==> config.mk <==
export PLATFORM = sky130hd
export DESIGN_NAME = chi_ctrl
export DESIGN_NICKNAME = d
export VERILOG_FILES = /design/src/chi_pkg.sv /design/src/chi_ctrl.sv
export SDC_FILE = /design/constraint.sdc
export NUM_CORES = 1
export LEC_CHECK = 0
export BUFFER_PORTS_ARGS = -buffer_cell sky130_fd_sc_hd__buf_2
export CAP_MARGIN = 25
export CORE_AREA = 2 2 39 41
export CTS_CLUSTER_SIZE = 14
export DETAILED_ROUTE_END_ITERATION = 16
export DIE_AREA = 0 0 41 43
export SLEW_MARGIN = 0
export SYNTH_ARGS = -nofsm -noshare
export SYNTH_HDL_FRONTEND = slang
export SYNTH_SLANG_ARGS = --single-unit
==> constraint.sdc <==
create_clock -name clock -period 3.15 [get_ports clock]
set_input_delay 0.63 -clock clock [delete_from_list [all_inputs] [get_ports clock]]
set_output_delay 0.63 -clock clock [all_outputs]
set_load 0.02 [all_outputs]
==> src/chi_pkg.sv <==
// chi_pkg: shared types, command codes and constants of the chained index hash table.
// Used by every module under src; depends on nothing.
`default_nettype none

package chi_pkg;

   localparam int CMD_WIDTH          = 3;
   localparam int KEY_WIDTH          = 32;
   localparam int INDEX_WIDTH        = 12;
   localparam int DEF_HEAD_COUNT     = 1024;
   localparam int DEF_INDEX_CAPACITY = 4096;

   typedef enum logic [CMD_WIDTH-1:0] {
      CMD_ADD    = 3'd0,
      CMD_REMOVE = 3'd1,
      CMD_FIRST  = 3'd2,
      CMD_NEXT   = 3'd3,
      CMD_CLEAR  = 3'd4
   } cmd_type;

   // one head or link entry: empty mark plus element index
   typedef struct packed {
      logic                   empty;
      logic [INDEX_WIDTH-1:0] index;
   } slot_type;

   localparam int SLOT_WIDTH = $bits(slot_type);
   localparam slot_type EMPTY_SLOT = '{empty: 1'b1, index: '1};

   typedef struct packed {
      logic [CMD_WIDTH-1:0]   cmd;
      logic [KEY_WIDTH-1:0]   key;
      logic [INDEX_WIDTH-1:0] entry_index;
   } req_type;

   typedef struct packed {
      logic [INDEX_WIDTH-1:0] result_index;
      logic                   result_valid;
      logic                   status;
   } rsp_type;

   typedef enum logic [2:0] {
      ST_INIT,
      ST_IDLE,
      ST_EXEC,
      ST_WALK,
      ST_CLEAR
   } state_type;

   typedef enum logic [1:0] {
      RSP_NONE,
      RSP_RANGE,
      RSP_HEAD,
      RSP_LINK
   } rsp_sel_type;

   typedef struct packed {
      logic        capture;
      logic        add_write;
      logic        unlink_head;
      logic        walk_start;
      logic        walk_step;
      logic        walk_fix;
      logic        sweep_write;
      logic        respond;
      rsp_sel_type rsp_sel;
   } ctrl_type;

   typedef struct packed {
      logic [CMD_WIDTH-1:0] cmd;
      logic                 in_range;
      logic                 head_hit;
      logic                 head_empty;
      logic                 link_hit;
      logic                 link_empty;
      logic                 walk_last;
      logic                 sweep_last;
   } stat_type;

endpackage

`default_nettype wire

==> src/chi_ctrl.sv <==
// chi_ctrl: sequencing state machine of the chained index hash table.
// Depends on chi_pkg; drives chi_datapath through ctrl_type, reads back stat_type.
`default_nettype none

module chi_ctrl
   import chi_pkg::*;
(
   input  wire logic                 clock,
   input  wire logic                 reset,
   input  wire logic                 start,
   input  wire logic [CMD_WIDTH-1:0] req_cmd,
   input  wire stat_type             stat,
   output logic                      busy,
   output ctrl_type                  ctrl
);

   state_type state_ff, state_in;

   always_ff @(posedge clock) begin
      if (reset) begin
         state_ff <= ST_INIT;
      end else begin
         state_ff <= state_in;
      end
   end

   always_comb begin
      state_in = state_ff;
      unique case (state_ff)
         ST_INIT: begin
            if (stat.sweep_last) begin
               state_in = ST_IDLE;
            end
         end
         ST_IDLE: begin
            if (start) begin
               state_in = (req_cmd == CMD_CLEAR) ? ST_CLEAR : ST_EXEC;
            end
         end
         ST_EXEC: begin
            state_in = ST_IDLE;
            if (stat.cmd == CMD_REMOVE && stat.in_range && !stat.head_hit
                && !stat.head_empty) begin
               state_in = ST_WALK;
            end
         end
         ST_WALK: begin
            if (stat.link_hit || stat.link_empty || stat.walk_last) begin
               state_in = ST_IDLE;
            end
         end
         ST_CLEAR: begin
            if (stat.sweep_last) begin
               state_in = ST_IDLE;
            end
         end
         default: state_in = ST_INIT;
      endcase
   end

   always_comb begin
      ctrl = '0;
      ctrl.rsp_sel = RSP_NONE;
      busy = (state_ff != ST_IDLE);
      unique case (state_ff)
         ST_INIT: begin
            ctrl.sweep_write = 1'b1;
         end
         ST_IDLE: begin
            ctrl.capture = start;
         end
         ST_EXEC: begin
            ctrl.respond = 1'b1;
            unique case (stat.cmd)
               CMD_ADD: begin
                  if (stat.in_range) begin
                     ctrl.add_write = 1'b1;
                  end else begin
                     ctrl.rsp_sel = RSP_RANGE;
                  end
               end
               CMD_REMOVE: begin
                  priority if (!stat.in_range) begin
                     ctrl.rsp_sel = RSP_RANGE;
                  end else if (stat.head_hit) begin
                     ctrl.unlink_head = 1'b1;
                  end else if (!stat.head_empty) begin
                     // chain walk follows; answer comes from the walk
                     ctrl.respond    = 1'b0;
                     ctrl.walk_start = 1'b1;
                  end else begin
                     // empty chain: nothing to unlink
                     ctrl.rsp_sel = RSP_NONE;
                  end
               end
               CMD_FIRST: begin
                  ctrl.rsp_sel = RSP_HEAD;
               end
               CMD_NEXT: begin
                  ctrl.rsp_sel = stat.in_range ? RSP_LINK : RSP_RANGE;
               end
               default: begin
                  ctrl.rsp_sel = RSP_NONE;
               end
            endcase
         end
         ST_WALK: begin
            priority if (stat.link_hit) begin
               ctrl.walk_fix = 1'b1;
               ctrl.respond  = 1'b1;
            end else if (stat.link_empty || stat.walk_last) begin
               ctrl.respond = 1'b1;
            end else begin
               ctrl.walk_step = 1'b1;
            end
         end
         ST_CLEAR: begin
            ctrl.sweep_write = 1'b1;
            ctrl.respond     = stat.sweep_last;
         end
         default: begin
            ctrl = '0;
         end
      endcase
   end

endmodule

`default_nettype wire

# Word-level counts from Yosys, hierarchy flattened
# Index checks and enable logic that the tools add are counted.
[word_totals]
regBits = 3
in_bits = 16
wordCells = 57
[op_classes]
n_eq_ne = 12
muxes = 32
reduce_logical = 12
[ops]
columns = ["op", "count"]
rows = [
  ["$mux W3", 6],
  ["$mux W1", 16],
  ["$mux W2", 7],
  ["$eq A3 B2 Y1 const B", 4],
  ["$pmux W3 S4", 1],
  ["$pmux W2 S4", 1],
  ["$eq A3 B1 Y1 const B", 2],
  ["$eq A3 B3 Y1 const B", 2],
  ["$logic_not A3 Y1", 2],
  ["$ne A2 B2 Y1 const B", 2],
  ["$logic_and A1 B1 Y1", 3],
  ["$logic_or A1 B1 Y1", 3],
  ["$ne A3 B1 Y1 const B", 1],
  ["$pmux W1 S3", 1],
  ["$reduce_and A3 Y1", 1],
  ["$logic_not A1 Y1", 2],
  ["$ne A2 B1 Y1 const B", 1],
  ["$reduce_or A2 Y1", 1],
]

# Logic depth before layout (Yosys ltp)
# Gate-level depths: netlist (run 1).
[logic_depth]
ltp_word = 6
ltp_mapped = 4

# Least setup slack after synthesis (run 1)
# OpenSTA, ideal clock, no wires.
[synth_path]
kind = "input to output"
start = "input stat[8] in the netlist's numbering"
end = "output ctrl[6] in the netlist's numbering"
t_arrival_ns = 1.706
slack_ns = 0.814
cell_stages = 3
cell_sequence = "or3b_2 > nor4_1 > nor2b_1"
[synth_rtl]
columns = ["element", "line_no", "rtl"]
rows = [
  ["from (decl)", "chi_ctrl.sv:12", "input wire stat_type stat,"],
  ["to (decl)", "chi_ctrl.sv:14", "output ctrl_type ctrl"],
]

==> results.ini, run 1 <==
[clock_network]
numCtsBuffers=3
cts-htree-levels=1
postCtsSetupRepairBufs=0
ctsHoldBuffers=0
cts_tree=built
cts-root-buf=clkbuf_4
clock_latency_ps=230
clock_path_buffers=2
cts.repair.resized=0
cts.reportedPaths.clkPinSlew_ps=40
cts.sinks=3

[final_layout]
fin_cells=88
antennaDiodeCount=0
drive_gt1_frac=0.458
fin_nets=89
largest_reg_flops=3
mostFrequentLayoutCells=buf_2, nor2_1, nor3_1
final_cell_area_um2=462
regMostFlops=state_ff
syn_to_final_growth_pct=59.7
top_regs=state_ff x3
final_common_cell=buf_2

[global_routing]
grt_pass1_vias=322
grt_overflow=0
grt_max_degree=8
grt_pass1_wl_um=1170
antenna_found_initial=0
grt_use_total=0.0942

[sta]
finalCriticalPeriod_ps=2520
timing.final.crit_share=0.801
max_slew.worst_pin.slew_ps=317
fmax_mhz=396
setup_viol=0
worst_slack_ps=627
clock_skew_ps=0.749
slew-limit-headroom=0.786
report.final.slew_viol_count=0
rsz0062_at_grt=false
final_hold_viol_count=0
setup_tns_ps=0

[power]
powerDensity_nw_per_um2=322
vdd_drop_max_mv=0.192
leakage_nw=0.244

[setup_path]
slowest_stage=or3b_2
cp-startpoint=stat[8]
slowest_delay_ps=490
cp_cell_sequence=buf_2 -> or3b_2 -> nor4_1 -> nor2b_1 -> buf_2
r2r-start=state_ff[0]
cp_common_cell=buf_2
worst-setup-path-type=in2out
crit_cells=5
worst-r2r-cell-count=3
crit_required_ps=2520
worstPathMaxFanout=4
crit_path_end_kind=primary output
critPathArrivalTime_ps=1890
crit_path_start_kind=primary input
cp_num_buf_inv=2
critPathTopFamily=simple AND/OR/NAND/NOR gates

[synth]
syn_nets=59
synthCells=43
synth_cell_types=21
syn_area_um2=289
ys_seq_elements=3
yosys_warnings=0
ys_seq_area_frac=0.208
postSynthAreaPerCell_um2=6.72

[place]
dp_hpwl_um=680
routabilityCongestion=0.666
port_buffers=26
post-place-ws_ps=628
placed_cells=84
placed_cell_area_um2=435

[floorplanning]
io_pins=27
die_width_um=41
initial_core_util=0.209
die_h_um=43
rows=14
dieArea_um2=1760
core_area_um2=1380

[detailed_routing]
wl_um=812
ant_nets=0
routedWlPerCell_um=9.23
vias=407
drt-initial-drc-count=13
via_per_inst=4.63
drc=0
drt_first_pass_iters=2

[status]
status=finished, final reports clean

[hold_path]
min_path_type=reg2reg
worstHoldStart=state_ff[2]
hold_depth=2

[flow_run]
maxCapViolCount=0

## cells in the mapped netlist
master    instances  area, um^2
o21a_1            1        7.51
nand2_1           3        11.3
nor4b_1           1        8.76
or3_1             1        6.26
or3b_2            2        17.5
clkbuf_1          1        3.75
or3b_4            1        11.3
nor2_1            6        22.5
nand3b_1          1        7.51
dfxtp_1           3        60.1
nor4_1            1        6.26
and2_1            1        6.26
nor2b_1           2        12.5
nor3_1            6        30.0
o21ai_0           3        15.0
inv_1             4        15.0
a21o_1            1        7.51
a31oi_1           1        6.26
a21oi_1           2        10.0
o211ai_1          1        7.51
o41ai_2           1        16.3
## metrics by stage
step           power [W]  utilization  hold WS (ps)
2_1_floorplan  0.0000643            -           547
3_3_place_gp   0.0000819        0.315           590
3_5_place_dp   0.0000823        0.315           602
4_1_cts         0.000151        0.334           609
5_1_grt         0.000160        0.334           641
6_report        0.000149        0.334           608
## final cells by class
cell class	count	area [um^2]
Clock buffer	4	26.3
Inverter	4	15.0
Fill cell	161	922
Tap cell	16	20.0
Timing Repair Buffer	26	130
Multi-Input combinational cell	35	210
Sequential cell	3	60.1
## routing by layer
metal	vias up	wire [um]	global-route usage
li1	213	-	-
met1	174	371	0.121
met2	20	369	0.138
met3	0	72	0.0314
met4	0	0	0.0400
met5	-	0	0
## power breakdown
part / internal [W] / leakage (nW) / switching [W]
combinational: 0.0000181 / 0.205 / 0.0000206
clock: 0.0000475 / 0.0150 / 0.0000197
sequential: 0.0000400 / 0.0245 / 0.00000276
## logic make-up after synthesis
logic type	Yosys count	share of synthesized area
flip-flops	3	0.208
buffers and inverters	5	0.0649
AO/OA/AOI/OAI	10	0.242
AND/OR/NAND/NOR	25	0.485
## worst reg2reg max path, delay by kind of cell, from the launching register on
family          cells  cell delay (ps)
flops               1              410
compound gates      1              200
simple gates        2              780
## path summary, 6_finish.rpt
check / slack, ps / endpoint
min reg2reg: 610 / state_ff[2]
min: 610 / state_ff[2]
max: 630 / ctrl[6]
max reg2reg: 1670 / state_ff[2]
Note: power is estimated with default switching activity, not from simulation.
==> run 2, diff against run 1 <==
ABC_AREA = 1   (was not set)
clock period = 2.08 ns   (was 3.15 ns; I/O delays follow)
==> results.ini, run 2 <==
[detailed_routing]
drt-initial-drc-count=9  ; was 13
vias=438  ; was 407
routedWlPerCell_um=7.38  ; was 9.23 um
via_per_inst=4.21  ; was 4.63
wl_met3_um=103  ; was 72 um
wirelength_met1_um=328  ; was 371 um
top_layer=met3  ; unchanged
drc=0  ; unchanged
drt_first_pass_iters=2  ; unchanged
wl_met2_um=336  ; was 369 um
ant_nets=0  ; unchanged
wl_um=768  ; was 812 um

[place]
placed_cell_area_um2=462  ; was 435 um^2
dp_hpwl_um=688  ; was 680 um
port_buffers=26  ; unchanged
routabilityCongestion=0.768  ; was 0.666
placed_cells=100  ; was 84
post-place-ws_ps=492  ; was 628 ps

[final_layout]
fin_cells=104  ; was 88
antennaDiodeCount=0  ; unchanged
fin_nets=105  ; was 89
mostFrequentLayoutCells=buf_2, nand2_1, inv_1, nor2_1  ; was buf_2, nor2_1, nor3_1
largest_reg_flops=3  ; unchanged
drive_gt1_frac=0.443  ; was 0.458
final_common_cell=buf_2  ; unchanged
syn_to_final_growth_pct=56.6  ; was 59.7%
top_regs=state_ff x3  ; unchanged
regMostFlops=state_ff  ; unchanged
final_cell_area_um2=488  ; was 462 um^2

[setup_path]
cp_cell_sequence=nand2_2 -> nor2_2 -> nand2_1 -> a211oi_1 -> buf_2  ; was buf_2 -> or3b_2 -> nor4_1 -> nor2b_1 -> buf_2
slowest_stage=dfxtp_1  ; was or3b_2
cp-startpoint=state_ff[1]  ; was stat[8]
cp_num_buf_inv=1  ; was 2
r2r-start=state_ff[0]  ; unchanged
regToRegSetupSlack_ps=980  ; was 1670 ps
critPathTopFamily=flip-flops  ; was simple AND/OR/NAND/NOR gates
worst-setup-path-type=reg2out  ; was in2out
crit_path_end_kind=primary output  ; unchanged
r2r-end=state_ff[1]  ; was state_ff[2]
critPathArrivalTime_ps=1340  ; was 1890 ps
worstPathMaxFanout=6  ; was 4
crit_path_start_kind=register  ; was primary input
slowest_delay_ps=410  ; was 490 ps
crit_required_ps=1660  ; was 2520 ps
worst-r2r-cell-count=6  ; was 3
crit_cells=5  ; unchanged

[global_routing]
antenna_found_initial=0  ; unchanged
grt_use_total=0.0913  ; was 0.0942
grt_overflow=0  ; unchanged
grt_pass1_wl_um=1120  ; was 1170 um
grt_max_degree=7  ; was 8
grt_pass1_vias=322  ; unchanged

[clock_network]
ctsHoldBuffers=0  ; unchanged
cts.reportedPaths.clkPinSlew_ps=30  ; was 40 ps
cts_tree=built  ; unchanged
postCtsSetupRepairBufs=0  ; unchanged
cts-htree-levels=1  ; unchanged
cts.sinks=3  ; unchanged
cts.repair.resized=0  ; unchanged
clock_latency_ps=230  ; about the same
numCtsBuffers=3  ; unchanged
clock_path_buffers=2  ; unchanged
cts-root-buf=clkbuf_4  ; unchanged

[floorplanning]
initial_core_util=0.225  ; was 0.209
core_area_um2=1380  ; unchanged
dieArea_um2=1760  ; unchanged
die_h_um=43  ; unchanged
io_pins=27  ; unchanged
die_width_um=41  ; unchanged
rows=14  ; unchanged

[synth]
synthTopCellsByArea=dfxtp_1, nand2_1, inv_1, nor2_1, nor2_2  ; was dfxtp_1, nor3_1, nor2_1, or3b_2, o41ai_2
yosys_warnings=0  ; unchanged
syn_nets=74  ; was 59
ys.flop_type=dfxtp_1  ; unchanged
synth_cell_types=14  ; was 21
synth_top_cell_by_area=dfxtp_1  ; unchanged
synth_common_cells=nand2_1, inv_1, nor2_1, nand3_1, nor2_2  ; was nor2_1, nor3_1, inv_1
async_flop_share=0  ; unchanged
synth_edf_count=0  ; unchanged
ys_seq_area_frac=0.193  ; was 0.208
synth-xor-area-share=0  ; unchanged
synth.most_common_cell=nand2_1
synth_mux_area_frac=0  ; unchanged
syn_area_um2=312  ; was 289 um^2
synth-compound-area-share=0.137  ; was 0.242
synth_top_family_by_area=simple AND/OR/NAND/NOR gates  ; unchanged
synthCells=58  ; was 43
synth_simple_gate_area_frac=0.526  ; was 0.485
synth_top_area_frac=0.193  ; was 0.208
synthAdderAreaFrac=0  ; unchanged
ys_seq_elements=3  ; unchanged
postSynthAreaPerCell_um2=5.37  ; was 6.72 um^2

[sta]
fmax_mhz=569
final_hold_viol_count=0  ; unchanged
report.final.slew_viol_count=0  ; unchanged
rsz0062_at_grt=false  ; unchanged
worst_slack_ps=323  ; was 627 ps
timing.final.crit_share=0.845
slew-limit-headroom=0.748  ; was 0.786
setup_viol=0  ; unchanged
setup_tns_ps=0  ; unchanged
finalCriticalPeriod_ps=1760
clock_skew_ps=2.75  ; was 0.749 ps
max_slew.worst_pin.slew_ps=375  ; was 317 ps

[status]
status=finished, final reports clean  ; unchanged

[hold_path]
hold_depth=2  ; unchanged
holdPathEnd=state_ff[1]  ; was state_ff[2]
min_path_type=in2reg  ; was reg2reg
worstHoldStart=reset  ; was state_ff[2]

[power]
powerDensity_nw_per_um2=529  ; was 322 nW/um^2
leakage_nw=0.295  ; was 0.244 nW
vdd_drop_max_mv=0.407  ; was 0.192 mV

[flow_run]
maxCapViolCount=0  ; unchanged

==> run 2: worst max path at each step <==
stage                          to  slack [ps]
final                     ctrl[1]         320
after global routing      ctrl[1]         140
after CTS                 ctrl[1]         300
after detailed placement  ctrl[2]         490
after global placement    ctrl[2]         510
after floorplan           ctrl[1]         450
==> run 2: power by group <==
| part | switching [W] | internal (W) | total [W] | leakage, nW |
|---|---|---|---|---|
| combinational | 0.0000535 | 0.0000352 | 0.0000887 | 0.256 |
| clock | 0.0000268 | 0.0000716 | 0.0000984 | 0.0150 |
| sequential | 0.00000731 | 0.0000638 | 0.0000711 | 0.0247 |
==> run 2: cell type report <==
class / count / area (um^2)
fill: 169 / 896
multi-input combinational: 43 / 206
timing repair buffer: 26 / 130
sequential: 3 / 60.1
inverter: 12 / 45.0
clock buffer: 4 / 26.3
tap: 16 / 20.0
==> run 2: cells by family (layout without fill, tap and decap cells) <==
| group | Yosys count | count (layout) |
|---|---|---|
| flops | 3 | 3 |
| compound gates | 7 | 7 |
| simple gates | 36 | 36 |
| buf+inv | 12 | 42 |
==> run 2: layer usage <==
metal | up-vias | GRT usage
li1 | 242 | -
met1 | 173 | 0.103
met2 | 23 | 0.144
met3 | 0 | 0.0524
met4 | 0 | 0.0200
met5 | - | 0
==> run 2: through the flow <==
step / total power (W) / hold slack [ps] / utilization
3_5_place_dp: 0.000162 / 609 / 0.334
6_report: 0.000258 / 379 / 0.353
5_1_grt: 0.000282 / 378 / 0.353
2_1_floorplan: 0.000129 / 485 / -
4_1_cts: 0.000266 / 372 / 0.353
3_3_place_gp: 0.000161 / 611 / 0.334
